File: src/rtl/core/apit_pkg.sv
// Shared types, widths and constants of the pulse-interval tachometer.
`timescale 1ns / 1ps
`default_nettype none

package apit_pkg;

   // Channel count and derived index widths
   localparam int CHANNELS    = 2;
   localparam int CH_IDX_W    = (CHANNELS > 1) ? $clog2(CHANNELS) : 1;
   localparam int OUT_LANES   = 2;
   localparam int LANE_W      = $clog2(OUT_LANES);

   // Field widths
   localparam int CMD_W       = 2;
   localparam int TS_W        = 64;
   localparam int IV_W        = 64;
   localparam int SPEED_W     = 33;
   localparam int ELAPSED_W   = 32;
   localparam int CAP_W       = 16;
   localparam int THR_W       = 25;
   localparam int MEAS_W      = 27;
   localparam int TICKS_W     = 5;
   localparam int STEP_W      = 36;
   localparam int DEC_PROD_W  = THR_W + 5;
   localparam int DEC_W       = DEC_PROD_W - 2;
   localparam int MUL_W       = DEC_W + 32;
   localparam int DIV_CNT_W   = $clog2(SPEED_W);

   // Stream widths
   localparam int REQ_TDATA_W = TS_W;
   localparam int REQ_TUSER_W = CMD_W + 1;
   localparam int RSP_USED_W  = 2 * IV_W + 2 * SPEED_W + ELAPSED_W;
   localparam int RSP_TDATA_W = ((RSP_USED_W + 7) / 8) * 8;
   localparam int RSP_PAD_W   = RSP_TDATA_W - RSP_USED_W;

   // Command codes
   localparam logic [CMD_W-1:0] CMD_EDGE  = 2'd0;
   localparam logic [CMD_W-1:0] CMD_TICK  = 2'd1;
   localparam logic [CMD_W-1:0] CMD_START = 2'd2;

   // Filter and reporting constants
   localparam logic [MEAS_W-1:0]    STARTUP_LIMIT     = 27'd80000000;
   localparam logic [THR_W-1:0]     STARTUP_THRESHOLD = 25'd2000000;
   localparam logic [TICKS_W-1:0]   STALE_TICKS       = 5'd20;
   localparam logic [19:0]          STALE_STEP        = 20'd800000;
   localparam logic [SPEED_W-1:0]   SPEED_NUMERATOR   = 33'd4800000000;
   localparam logic [4:0]           DECAY_NUM         = 5'd19;
   // ceil(2^34 / 5): exact floor(y / 5) for any 32-bit y
   localparam logic [31:0]          RECIP5            = 32'hCCCCCCCD;
   localparam int                   RECIP_SHIFT       = 34;
   localparam logic [CAP_W-1:0]     CAP_RESET         = 16'd10;

   // Command queue
   localparam int QUEUE_DEPTH = 4;
   localparam int QPTR_W      = $clog2(QUEUE_DEPTH);

   typedef struct packed {
      logic [CMD_W-1:0]    cmd;
      logic [CH_IDX_W-1:0] ch;
      logic [TS_W-1:0]     ts;
   } item_type;

endpackage

`default_nettype wire

File: src/rtl/core/apit_div.sv
// Restoring divider: fixed speed numerator over a 64-bit interval, one bit per cycle.
`timescale 1ns / 1ps
`default_nettype none

module apit_div (
   input  wire                         clock,
   input  wire                         reset,
   input  wire                         start,
   input  wire [apit_pkg::IV_W-1:0]    divisor,
   output logic                        done,
   output logic [apit_pkg::SPEED_W-1:0] quotient
);
   import apit_pkg::*;

   logic [IV_W-1:0]      div_ff, div_in;
   logic [IV_W-1:0]      rem_ff, rem_in;
   logic [SPEED_W-1:0]   quo_ff, quo_in;
   logic [DIV_CNT_W-1:0] cnt_ff, cnt_in;
   logic                 busy_ff, busy_in;
   logic                 done_ff, done_in;
   logic [IV_W:0]        trial;
   logic [IV_W:0]        diff;
   logic                 fits;

   // One restoring step per cycle, numerator bits shifted in from the top
   always_comb begin
      trial   = {rem_ff, quo_ff[SPEED_W-1]};
      diff    = trial - {1'b0, div_ff};
      fits    = (trial >= {1'b0, div_ff});
      div_in  = div_ff;
      rem_in  = rem_ff;
      quo_in  = quo_ff;
      cnt_in  = cnt_ff;
      busy_in = busy_ff;
      done_in = 1'b0;
      if (start) begin
         div_in  = divisor;
         rem_in  = '0;
         quo_in  = SPEED_NUMERATOR;
         cnt_in  = DIV_CNT_W'(SPEED_W - 1);
         busy_in = 1'b1;
      end else if (busy_ff) begin
         rem_in = fits ? diff[IV_W-1:0] : trial[IV_W-1:0];
         quo_in = {quo_ff[SPEED_W-2:0], fits};
         cnt_in = cnt_ff - 1'b1;
         if (cnt_ff == '0) begin
            busy_in = 1'b0;
            done_in = 1'b1;
         end
      end
   end

   // Control
   always_ff @(posedge clock) begin
      if (reset) begin
         busy_ff <= 1'b0;
         done_ff <= 1'b0;
         cnt_ff  <= '0;
      end else begin
         busy_ff <= busy_in;
         done_ff <= done_in;
         cnt_ff  <= cnt_in;
      end
   end

   // Datapath
   always_ff @(posedge clock) begin
      div_ff <= div_in;
      rem_ff <= rem_in;
      quo_ff <= quo_in;
   end

   // A zero interval reports zero speed
   assign done     = done_ff;
   assign quotient = (div_ff == '0) ? '0 : quo_ff;

endmodule

`default_nettype wire

File: src/rtl/core/apit_queue.sv
// Short command queue between the front and back parts.
`timescale 1ns / 1ps
`default_nettype none

module apit_queue (
   input  wire                 clock,
   input  wire                 reset,
   input  wire                 push,
   input  apit_pkg::item_type  push_item,
   output logic                full,
   output logic                q_valid,
   output apit_pkg::item_type  q_item,
   input  wire                 pop
);
   import apit_pkg::*;

   item_type          mem_ff [QUEUE_DEPTH];
   logic [QPTR_W-1:0] wr_ptr_ff, wr_ptr_in;
   logic [QPTR_W-1:0] rd_ptr_ff, rd_ptr_in;
   logic [QPTR_W:0]   count_ff, count_in;

   function automatic logic [QPTR_W-1:0] ptr_next(input logic [QPTR_W-1:0] p);
      ptr_next = (p == QPTR_W'(QUEUE_DEPTH - 1)) ? '0 : p + 1'b1;
   endfunction

   assign full    = (count_ff == (QPTR_W + 1)'(QUEUE_DEPTH));
   assign q_valid = (count_ff != '0);
   assign q_item  = mem_ff[rd_ptr_ff];

   // Pointer and fill count
   always_comb begin
      wr_ptr_in = push ? ptr_next(wr_ptr_ff) : wr_ptr_ff;
      rd_ptr_in = pop ? ptr_next(rd_ptr_ff) : rd_ptr_ff;
      count_in  = count_ff;
      if (push && !pop) begin
         count_in = count_ff + 1'b1;
      end else if (pop && !push) begin
         count_in = count_ff - 1'b1;
      end
   end

   always_ff @(posedge clock) begin
      if (reset) begin
         wr_ptr_ff <= '0;
         rd_ptr_ff <= '0;
         count_ff  <= '0;
      end else begin
         wr_ptr_ff <= wr_ptr_in;
         rd_ptr_ff <= rd_ptr_in;
         count_ff  <= count_in;
      end
   end

   // Entries
   always_ff @(posedge clock) begin
      if (push) begin
         mem_ff[wr_ptr_ff] <= push_item;
      end
   end

endmodule

`default_nettype wire

File: src/rtl/core/apit_front.sv
// Front part: takes request transfers, classifies them and feeds the queue.
`timescale 1ns / 1ps
`default_nettype none

module apit_front (
   input  wire                              clock,
   input  wire                              reset,
   input  wire                              req_tvalid,
   output logic                             req_tready,
   input  wire [apit_pkg::REQ_TDATA_W-1:0]  req_tdata,
   input  wire [apit_pkg::REQ_TUSER_W-1:0]  req_tuser,
   input  wire                              q_full,
   output logic                             push,
   output apit_pkg::item_type               push_item
);
   import apit_pkg::*;

   logic             hold_valid_ff, hold_valid_in;
   item_type         hold_item_ff, hold_item_in;
   logic             accept;
   logic             keep;
   logic [CMD_W-1:0] cmd;
   logic             ch_bit;

   assign cmd        = req_tuser[CMD_W-1:0];
   assign ch_bit     = req_tuser[CMD_W];
   assign push       = hold_valid_ff && !q_full;
   assign req_tready = !hold_valid_ff || !q_full;
   assign accept     = req_tvalid && req_tready;
   assign push_item  = hold_item_ff;

   // Drop unused commands and edges on channels that are not built
   always_comb begin
      case (cmd)
         CMD_EDGE:            keep = (int'(ch_bit) < CHANNELS);
         CMD_TICK, CMD_START: keep = 1'b1;
         default:             keep = 1'b0;
      endcase
   end

   // Holding stage
   always_comb begin
      hold_valid_in = hold_valid_ff;
      hold_item_in  = hold_item_ff;
      if (accept) begin
         hold_valid_in = keep;
         hold_item_in  = '{cmd: cmd, ch: CH_IDX_W'(ch_bit), ts: req_tdata};
      end else if (push) begin
         hold_valid_in = 1'b0;
      end
   end

   always_ff @(posedge clock) begin
      if (reset) begin
         hold_valid_ff <= 1'b0;
      end else begin
         hold_valid_ff <= hold_valid_in;
      end
   end

   always_ff @(posedge clock) begin
      hold_item_ff <= hold_item_in;
   end

endmodule

`default_nettype wire

File: src/rtl/core/apit_back.sv
// Back part: channel state, glitch filter, report ticks, speed division and result register.
`timescale 1ns / 1ps
`default_nettype none

module apit_back (
   input  wire                              clock,
   input  wire                              reset,
   input  wire                              csr_valid,
   output logic                             csr_ready,
   input  wire [apit_pkg::CAP_W-1:0]        csr_data,
   input  wire                              q_valid,
   input  apit_pkg::item_type               q_item,
   output logic                             pop,
   output logic                             rsp_tvalid,
   input  wire                              rsp_tready,
   output logic [apit_pkg::RSP_TDATA_W-1:0] rsp_tdata
);
   import apit_pkg::*;

   localparam logic [3:0] ST_IDLE  = 4'd0;
   localparam logic [3:0] ST_GAP   = 4'd1;
   localparam logic [3:0] ST_FILT  = 4'd2;
   localparam logic [3:0] ST_DEC   = 4'd3;
   localparam logic [3:0] ST_DECW  = 4'd4;
   localparam logic [3:0] ST_STALE = 4'd5;
   localparam logic [3:0] ST_LOAD  = 4'd6;
   localparam logic [3:0] ST_WAIT  = 4'd7;
   localparam logic [3:0] ST_OUT   = 4'd8;

   // Control and configuration
   logic [3:0]           state_ff, state_in;
   logic [CAP_W-1:0]     cap_ff, cap_in;
   logic [STEP_W-1:0]    step_ff, step_in;
   logic [LANE_W-1:0]    lane_ff, lane_in;
   logic                 rsp_valid_ff, rsp_valid_in;

   // Channel state
   logic [TS_W-1:0]      last_ff  [CHANNELS];
   logic [TS_W-1:0]      last_in  [CHANNELS];
   logic [THR_W-1:0]     thr_ff   [CHANNELS];
   logic [THR_W-1:0]     thr_in   [CHANNELS];
   logic [MEAS_W-1:0]    meas_ff  [CHANNELS];
   logic [MEAS_W-1:0]    meas_in  [CHANNELS];
   logic [TICKS_W-1:0]   ticks_ff [CHANNELS];
   logic [TICKS_W-1:0]   ticks_in [CHANNELS];
   logic [IV_W-1:0]      rep_ff   [CHANNELS];
   logic [IV_W-1:0]      rep_in   [CHANNELS];
   logic [ELAPSED_W-1:0] elapsed_ff, elapsed_in;

   // Working payload
   item_type             cur_ff, cur_in;
   logic [TS_W-1:0]      gap_ff, gap_in;
   logic [DEC_W-1:0]     dec_ff, dec_in;
   logic [MUL_W-1:0]     mul_ff, mul_in;
   logic [SPEED_W-1:0]   speed_ff [OUT_LANES];
   logic [SPEED_W-1:0]   speed_in [OUT_LANES];
   logic [ELAPSED_W-1:0] res_elapsed_ff, res_elapsed_in;
   logic [IV_W-1:0]      rsp_iv_ff [OUT_LANES];
   logic [IV_W-1:0]      rsp_iv_in [OUT_LANES];
   logic [SPEED_W-1:0]   rsp_speed_ff [OUT_LANES];
   logic [SPEED_W-1:0]   rsp_speed_in [OUT_LANES];
   logic [ELAPSED_W-1:0] rsp_elapsed_ff, rsp_elapsed_in;

   // Divider and helpers
   logic                 div_start;
   logic                 div_done;
   logic [SPEED_W-1:0]   div_quo;
   logic [IV_W-1:0]      lane_iv [OUT_LANES];
   logic                 startup;
   logic [MEAS_W-1:0]    gap_c;
   logic [THR_W-1:0]     thr_c;
   logic                 gap_ok;
   logic [DEC_PROD_W-1:0] dec_prod;
   logic [IV_W:0]        sum_tmp;
   logic                 out_free;

   assign csr_ready = 1'b1;
   assign out_free  = !rsp_valid_ff || rsp_tready;

   // Output lanes: channels that are not built report zero
   for (genvar k = 0; k < OUT_LANES; k++) begin : g_lane
      if (k < CHANNELS) begin : g_built
         assign lane_iv[k] = rep_ff[k];
      end else begin : g_absent
         assign lane_iv[k] = '0;
      end
   end

   apit_div u_div (
      .clock    (clock),
      .reset    (reset),
      .start    (div_start),
      .divisor  (lane_iv[lane_ff]),
      .done     (div_done),
      .quotient (div_quo)
   );

   // Glitch filter decision for the current edge
   always_comb begin
      startup  = (gap_ff > TS_W'(STARTUP_LIMIT));
      gap_c    = startup ? STARTUP_LIMIT : gap_ff[MEAS_W-1:0];
      thr_c    = startup ? STARTUP_THRESHOLD : thr_ff[cur_ff.ch];
      gap_ok   = (gap_c > MEAS_W'(thr_c));
      dec_prod = DEC_PROD_W'(thr_c) * DEC_PROD_W'(DECAY_NUM);
   end

   // Sequencer
   always_comb begin
      state_in       = state_ff;
      cap_in         = csr_valid ? csr_data : cap_ff;
      step_in        = STEP_W'(cap_ff) * STEP_W'(STALE_STEP);
      lane_in        = lane_ff;
      elapsed_in     = elapsed_ff;
      cur_in         = cur_ff;
      gap_in         = gap_ff;
      dec_in         = dec_ff;
      mul_in         = mul_ff;
      res_elapsed_in = res_elapsed_ff;
      rsp_elapsed_in = rsp_elapsed_ff;
      rsp_valid_in   = rsp_valid_ff && !rsp_tready;
      pop            = 1'b0;
      div_start      = 1'b0;
      sum_tmp        = '0;
      for (int c = 0; c < CHANNELS; c++) begin
         last_in[c]  = last_ff[c];
         thr_in[c]   = thr_ff[c];
         meas_in[c]  = meas_ff[c];
         ticks_in[c] = ticks_ff[c];
         rep_in[c]   = rep_ff[c];
      end
      for (int k = 0; k < OUT_LANES; k++) begin
         speed_in[k]     = speed_ff[k];
         rsp_iv_in[k]    = rsp_iv_ff[k];
         rsp_speed_in[k] = rsp_speed_ff[k];
      end

      case (state_ff)
         ST_IDLE: begin
            if (q_valid) begin
               pop    = 1'b1;
               cur_in = q_item;
               case (q_item.cmd)
                  CMD_EDGE:  state_in = ST_GAP;
                  CMD_TICK:  state_in = ST_STALE;
                  default:   elapsed_in = '0;
               endcase
            end
         end
         // Interval since the last accepted edge, wrapping
         ST_GAP: begin
            gap_in   = cur_ff.ts - last_ff[cur_ff.ch];
            state_in = ST_FILT;
         end
         ST_FILT: begin
            if (gap_ok) begin
               thr_in[cur_ff.ch]   = gap_c[MEAS_W-1:2];
               meas_in[cur_ff.ch]  = gap_c;
               last_in[cur_ff.ch]  = cur_ff.ts;
               ticks_in[cur_ff.ch] = '0;
               state_in            = ST_IDLE;
            end else begin
               dec_in   = dec_prod[DEC_PROD_W-1:2];
               state_in = ST_DEC;
            end
         end
         // Decay: floor(thr * 19 / 4) then divide by 5 through the reciprocal
         ST_DEC: begin
            mul_in   = MUL_W'(dec_ff) * MUL_W'(RECIP5);
            state_in = ST_DECW;
         end
         ST_DECW: begin
            thr_in[cur_ff.ch] = mul_ff[RECIP_SHIFT +: THR_W];
            state_in          = ST_IDLE;
         end
         // Report tick: refresh or grow every channel's interval
         ST_STALE: begin
            for (int c = 0; c < CHANNELS; c++) begin
               if (ticks_ff[c] <= STALE_TICKS) begin
                  rep_in[c]   = IV_W'(meas_ff[c]);
                  ticks_in[c] = ticks_ff[c] + 1'b1;
               end else begin
                  sum_tmp   = {1'b0, rep_ff[c]} + (IV_W + 1)'(step_ff);
                  rep_in[c] = sum_tmp[IV_W] ? '1 : sum_tmp[IV_W-1:0];
               end
            end
            res_elapsed_in = elapsed_ff;
            elapsed_in     = elapsed_ff + ELAPSED_W'(cap_ff);
            lane_in        = '0;
            state_in       = ST_LOAD;
         end
         ST_LOAD: begin
            div_start = 1'b1;
            state_in  = ST_WAIT;
         end
         ST_WAIT: begin
            if (div_done) begin
               speed_in[lane_ff] = div_quo;
               if (lane_ff == LANE_W'(OUT_LANES - 1)) begin
                  state_in = ST_OUT;
               end else begin
                  lane_in  = lane_ff + 1'b1;
                  state_in = ST_LOAD;
               end
            end
         end
         // Hand the result to the output register once it is free
         ST_OUT: begin
            if (out_free) begin
               for (int k = 0; k < OUT_LANES; k++) begin
                  rsp_iv_in[k]    = lane_iv[k];
                  rsp_speed_in[k] = speed_ff[k];
               end
               rsp_elapsed_in = res_elapsed_ff;
               rsp_valid_in   = 1'b1;
               state_in       = ST_IDLE;
            end
         end
         default: begin
            state_in = ST_IDLE;
         end
      endcase
   end

   // Control and channel state
   always_ff @(posedge clock) begin
      if (reset) begin
         state_ff     <= ST_IDLE;
         cap_ff       <= CAP_RESET;
         lane_ff      <= '0;
         rsp_valid_ff <= 1'b0;
         elapsed_ff   <= '0;
         for (int c = 0; c < CHANNELS; c++) begin
            last_ff[c]  <= '0;
            thr_ff[c]   <= '0;
            meas_ff[c]  <= '0;
            ticks_ff[c] <= '0;
            rep_ff[c]   <= '0;
         end
      end else begin
         state_ff     <= state_in;
         cap_ff       <= cap_in;
         lane_ff      <= lane_in;
         rsp_valid_ff <= rsp_valid_in;
         elapsed_ff   <= elapsed_in;
         for (int c = 0; c < CHANNELS; c++) begin
            last_ff[c]  <= last_in[c];
            thr_ff[c]   <= thr_in[c];
            meas_ff[c]  <= meas_in[c];
            ticks_ff[c] <= ticks_in[c];
            rep_ff[c]   <= rep_in[c];
         end
      end
   end

   // Payload
   always_ff @(posedge clock) begin
      step_ff        <= step_in;
      cur_ff         <= cur_in;
      gap_ff         <= gap_in;
      dec_ff         <= dec_in;
      mul_ff         <= mul_in;
      res_elapsed_ff <= res_elapsed_in;
      rsp_elapsed_ff <= rsp_elapsed_in;
      for (int k = 0; k < OUT_LANES; k++) begin
         speed_ff[k]     <= speed_in[k];
         rsp_iv_ff[k]    <= rsp_iv_in[k];
         rsp_speed_ff[k] <= rsp_speed_in[k];
      end
   end

   assign rsp_tvalid = rsp_valid_ff;
   assign rsp_tdata  = {RSP_PAD_W'(0), rsp_elapsed_ff, rsp_speed_ff[1], rsp_speed_ff[0],
                        rsp_iv_ff[1], rsp_iv_ff[0]};

endmodule

`default_nettype wire

File: src/rtl/core/adaptive_pulse_interval_tachometer.sv
// Top level of the two-channel adaptive pulse-interval tachometer.
//
// Request channel (req_): tuser carries the command (edge, report tick, start)
// and the channel; tdata carries the 64-bit edge timestamp. Response channel
// (rsp_): one transfer per report tick with both intervals, both speeds and
// the elapsed milliseconds. csr_ writes the 16-bit report period; it is
// always ready; the user must write it while the block is idle (not enforced).
// A front stage classifies requests (unused commands and edges on absent
// channels are dropped) into a four-entry queue; the back part executes.
// The back part takes a start in its idle state, an edge through the gap and
// filter states (and the decay states when it is rejected), and a report tick
// through the stale update and two passes of one shared 33-step restoring divider.
// A finished result sits in the output register; while the receiver stalls,
// the back part keeps executing edges and starts until another report tick's
// result waits, and the queue keeps taking requests until it is full.
// Reset (synchronous) clears all channel state and elapsed time, empties the
// queue, drops any pending result and sets the report period to 10 ms.
`timescale 1ns / 1ps
`default_nettype none

module adaptive_pulse_interval_tachometer (
   input  wire                              clock,
   input  wire                              reset,
   input  wire                              req_tvalid,
   output logic                             req_tready,
   // tdata: timestamp[63:0]
   input  wire [apit_pkg::REQ_TDATA_W-1:0]  req_tdata,
   // tuser: cmd[1:0], channel[2]
   input  wire [apit_pkg::REQ_TUSER_W-1:0]  req_tuser,
   output logic                             rsp_tvalid,
   input  wire                              rsp_tready,
   // tdata: interval_first[63:0], interval_second[127:64], speed_first[160:128],
   //        speed_second[193:161], elapsed_ms[225:194], zero pad[231:226]
   output logic [apit_pkg::RSP_TDATA_W-1:0] rsp_tdata,
   input  wire                              csr_valid,
   output logic                             csr_ready,
   input  wire [apit_pkg::CAP_W-1:0]        csr_data
);
   import apit_pkg::*;

   logic     push;
   item_type push_item;
   logic     q_full;
   logic     q_valid;
   item_type q_item;
   logic     pop;

   apit_front u_front (
      .clock      (clock),
      .reset      (reset),
      .req_tvalid (req_tvalid),
      .req_tready (req_tready),
      .req_tdata  (req_tdata),
      .req_tuser  (req_tuser),
      .q_full     (q_full),
      .push       (push),
      .push_item  (push_item)
   );

   apit_queue u_queue (
      .clock     (clock),
      .reset     (reset),
      .push      (push),
      .push_item (push_item),
      .full      (q_full),
      .q_valid   (q_valid),
      .q_item    (q_item),
      .pop       (pop)
   );

   apit_back u_back (
      .clock      (clock),
      .reset      (reset),
      .csr_valid  (csr_valid),
      .csr_ready  (csr_ready),
      .csr_data   (csr_data),
      .q_valid    (q_valid),
      .q_item     (q_item),
      .pop        (pop),
      .rsp_tvalid (rsp_tvalid),
      .rsp_tready (rsp_tready),
      .rsp_tdata  (rsp_tdata)
   );

endmodule

`default_nettype wire

File: config.mk
export PLATFORM = sky130hd
export DESIGN_NAME = adaptive_pulse_interval_tachometer
export DESIGN_NICKNAME = d
export VERILOG_FILES = /design/src/rtl/core/apit_pkg.sv /design/src/rtl/core/apit_div.sv /design/src/rtl/core/apit_queue.sv /design/src/rtl/core/apit_front.sv /design/src/rtl/core/apit_back.sv /design/src/rtl/core/adaptive_pulse_interval_tachometer.sv
export SDC_FILE = /design/constraint.sdc
export NUM_CORES = 2
export LEC_CHECK = 0
export BUFFER_PORTS_ARGS = -buffer_cell sky130_fd_sc_hd__buf_2
export CORE_MARGIN = 2
export CORE_UTILIZATION = 30
export CTS_CLUSTER_SIZE = 10
export DETAILED_ROUTE_END_ITERATION = 8
export PLACE_DENSITY = 0.54
export SLEW_MARGIN = 10
export SYNTH_ARGS = -nofsm -noshare
export SYNTH_HDL_FRONTEND = slang
export SYNTH_SLANG_ARGS = --single-unit
File: constraint.sdc
create_clock -name clock -period 28.1 [get_ports clock]
set_clock_uncertainty 0.1 [all_clocks]
set_input_delay 1.405 -clock clock [delete_from_list [all_inputs] [get_ports clock]]
set_output_delay 1.405 -clock clock [all_outputs]
set_load 0.05 [all_outputs]
==> metrics.txt <==
status completed; Ports roughly 320; Internal Pwr Total 4.68 mW; Max FO, Critical Path 5; # resized after CTS 0; DP HPWL about 170000 um; layout cells sized above 1 a little over 10%; total power between 6 and 7 mW; P_sw around 2.3 mW; core area ~270000 sq um; max-slew violation count 0; Root Buffer Master clkbuf_16; Peak Freq 126 MHz; RSZ-0062 raised after global routing no; die area between 200000 and 300000 sq um; vias in the first global route between 50k and 60k; Sw Share ~33%; CTS clk-pin slew, worst paths 0.06 ns; drt first-iter violations 3893; Post-synth EDFFs slightly above 900; Final nets between 8k and 9k; CTS max path bufs 3; Syn. warnings 0; Synth Area per Inst around 11 sq um; Synth Cell Area around 80000 sq um; crit path DAT ~8.4 ns; CP max-delay cell o41ai_1; Setup TNS 0 ns; clk sinks ~1.5k; DIE HEIGHT between 500 and 600 um; initial antenna violation count 12; Initial Util 30.2%; fin crit share 28.3%; Routed WL per cell 19.7 um; Syn Inst Count approximately 7.3k; VDD IR-drop max around 69 uV; post-synthesis async set-or-reset flop share 0%; global-route wire length before repair 338000 um; #FFs+latches synth around 1.5k; worst slew pin tran between 1 and 1.5 ns; Clock power frac between 30% and 40%; Inst Count DP between 10k and 15k; library cells used by synthesis 99; Final Hold Fails 0; Post-CTS Hold Fix Bufs 0; vias per inst ~4.9; Power Dens Cells 76.9 nW/um^2; Post-CTS Setup Repair Bufs 0; DRC 0; Clock Latency Late Sink ~0.85 ns; ys flop type edfxtp_1; Row Count approximately 190; H-Tree Depth 4; Remaining Overflow, GRT 0; max cap viols 0; WP data required 28.55 ns; Seq pwr share between 40 and 50%; WL final about 220000 um; PortBufs about 320; most frequent cells in the layout edfxtp_1 (905), inv_1 (747), nand2_1 (639); Area Growth Syn to Fin 13.6%; largest net degree at the start of global routing 105; Die Span X roughly 520 um; first-pass detailed-route iteration total 6; CTS tree done; Final min period 7.95 ns; fin util between 30% and 40%; Hold Crit Class flip-flop to flip-flop; non-filler cells, final between 10k and 15k; Comb power frac 28.5%; kind of critical path flip-flop to flip-flop; Slew headroom between 10% and 20%; vias approximately 55k; Tot GR Track Use between 15 and 20%; GP Congestion just over 0.9; Critical Path Max Stage Delay around 0.80 ns; Antenna Violating Nets Remaining 0; CTS buffer count 176; final setup violation count 0; Setup crit start kind flip-flop; most common cell after layout, fill and taps aside edfxtp_1; Leak about 36 nW; CP Capture Type flip-flop; register area share after synthesis between 40% and 50%
flip-flops by register name, summed over array words and instances, names as in the netlist, 65 cells and up, named ones only:
signal,cells
u_back.rsp_iv_ff,128
u_back.cur_ff,65
u_queue.mem_ff,268
u_back.rsp_speed_ff,66
u_front.push_item,67
u_back.last_ff,128
u_back.speed_ff,66
u_back.rep_ff,128
Yosys cell counts (56+ instances only):
master / n / area (sq um)
fa_1: 274 / 5490
nand3_1: 97 / 485
mux2_2: 74 / 833
inv_1: 747 / 2800
a21oi_1: 585 / 2930
edfxtp_1: 905 / 27200
nand4_1: 62 / 388
nor2b_1: 90 / 563
o21ai_0: 231 / 1160
mux4_2: 67 / 1510
and3_1: 56 / 350
dfxtp_1: 568 / 11400
xnor2_1: 166 / 1450
ha_1: 630 / 7880
clkbuf_1: 215 / 807
xor2_1: 85 / 744
nand2_1: 639 / 2400
a211oi_1: 94 / 706
a21o_1: 160 / 1200
nor3_1: 116 / 581
mux2i_1: 179 / 1790
nor2_1: 479 / 1800
worst max-delay path: cells and delay by family (launching register included):
kind	cells	cell delay [ns]
XOR/XNOR	2	0.31
flip-flops	1	0.49
buffers and inverters	5	0.35
AO/OA/AOI/OAI	4	1.61
AND/OR/NAND/NOR	6	0.98
adder cells (fa/ha/maj)	8	3.87
layout make-up:
type / instances / area [sq um]
tap: 3533 / 4420
fill: 26506 / 174000
clock buffer: 294 / 4990
antenna: 1 / 2.50
clock inverter: 32 / 472
inverter: 751 / 2820
timing repair buffer: 363 / 1950
sequential: 1473 / 38600
multi-input combinational: 4786 / 37700
per-layer routing:
metal  global-route usage, %  wire, um  share of wire (%)  up-vias
met5                       0        13             0.0059        -
met3                    2.14      8980                4.1      272
met4                    4.10      5230                2.4        2
li1                        -         -                  -    26396
met2                    26.1    103000                 46     1185
met1                    22.4    104000                 47    27157
final timing paths:
| kind | startpoint | to | slack, ns | cells past startpoint |
|---|---|---|---|---|
| worst min register to register | u_back.speed_ff[0][29] | u_back.rsp_speed_ff[0][29] | 0.31 | 0 |
| worst max-delay path | u_back.dec_ff[22] | u_back.mul_ff[56] | 20.15 | 25 |
| worst max register to register | u_back.dec_ff[22] | u_back.mul_ff[56] | 20.15 | 25 |
| worst min-delay path | u_back.speed_ff[0][29] | u_back.rsp_speed_ff[0][29] | 0.31 | 0 |
cells by family after synthesis:
family	count (synthesis)	synth area share [%]
AND/OR/NAND/NOR	1791	10.4
multiplexers	320	5.16
flip-flops	1473	48.1
buffers and inverters	1035	4.99
XOR/XNOR	251	2.75
AO/OA/AOI/OAI	1513	11.9
adder cells (fa/ha/maj)	904	16.7
other	2	0.00938
through the flow:
stage          hold slack, ns  instance area (sq um)  setup slack [ns]
2_1_floorplan           0.300                  80100             15.73
3_3_place_gp            0.301                  85500             20.21
3_5_place_dp            0.305                  85500             20.15
4_1_cts                 0.317                  90900             20.10
5_1_grt                 0.321                  90900             19.60
6_report                0.313                  90900             20.15
power groups by stage:
stage | Combinational [mW] | Clock [mW] | Sequential, mW
detailed placement | 1.98 | 0 | 2.88
CTS | 2.00 | 2.22 | 2.84
finish | 1.99 | 2.16 | 2.84
global placement | 1.97 | 0 | 2.87
global route | 2.23 | 2.31 | 2.87
floorplan | 1.55 | 0 | 2.78
Power figures use the tool's default switching activity.
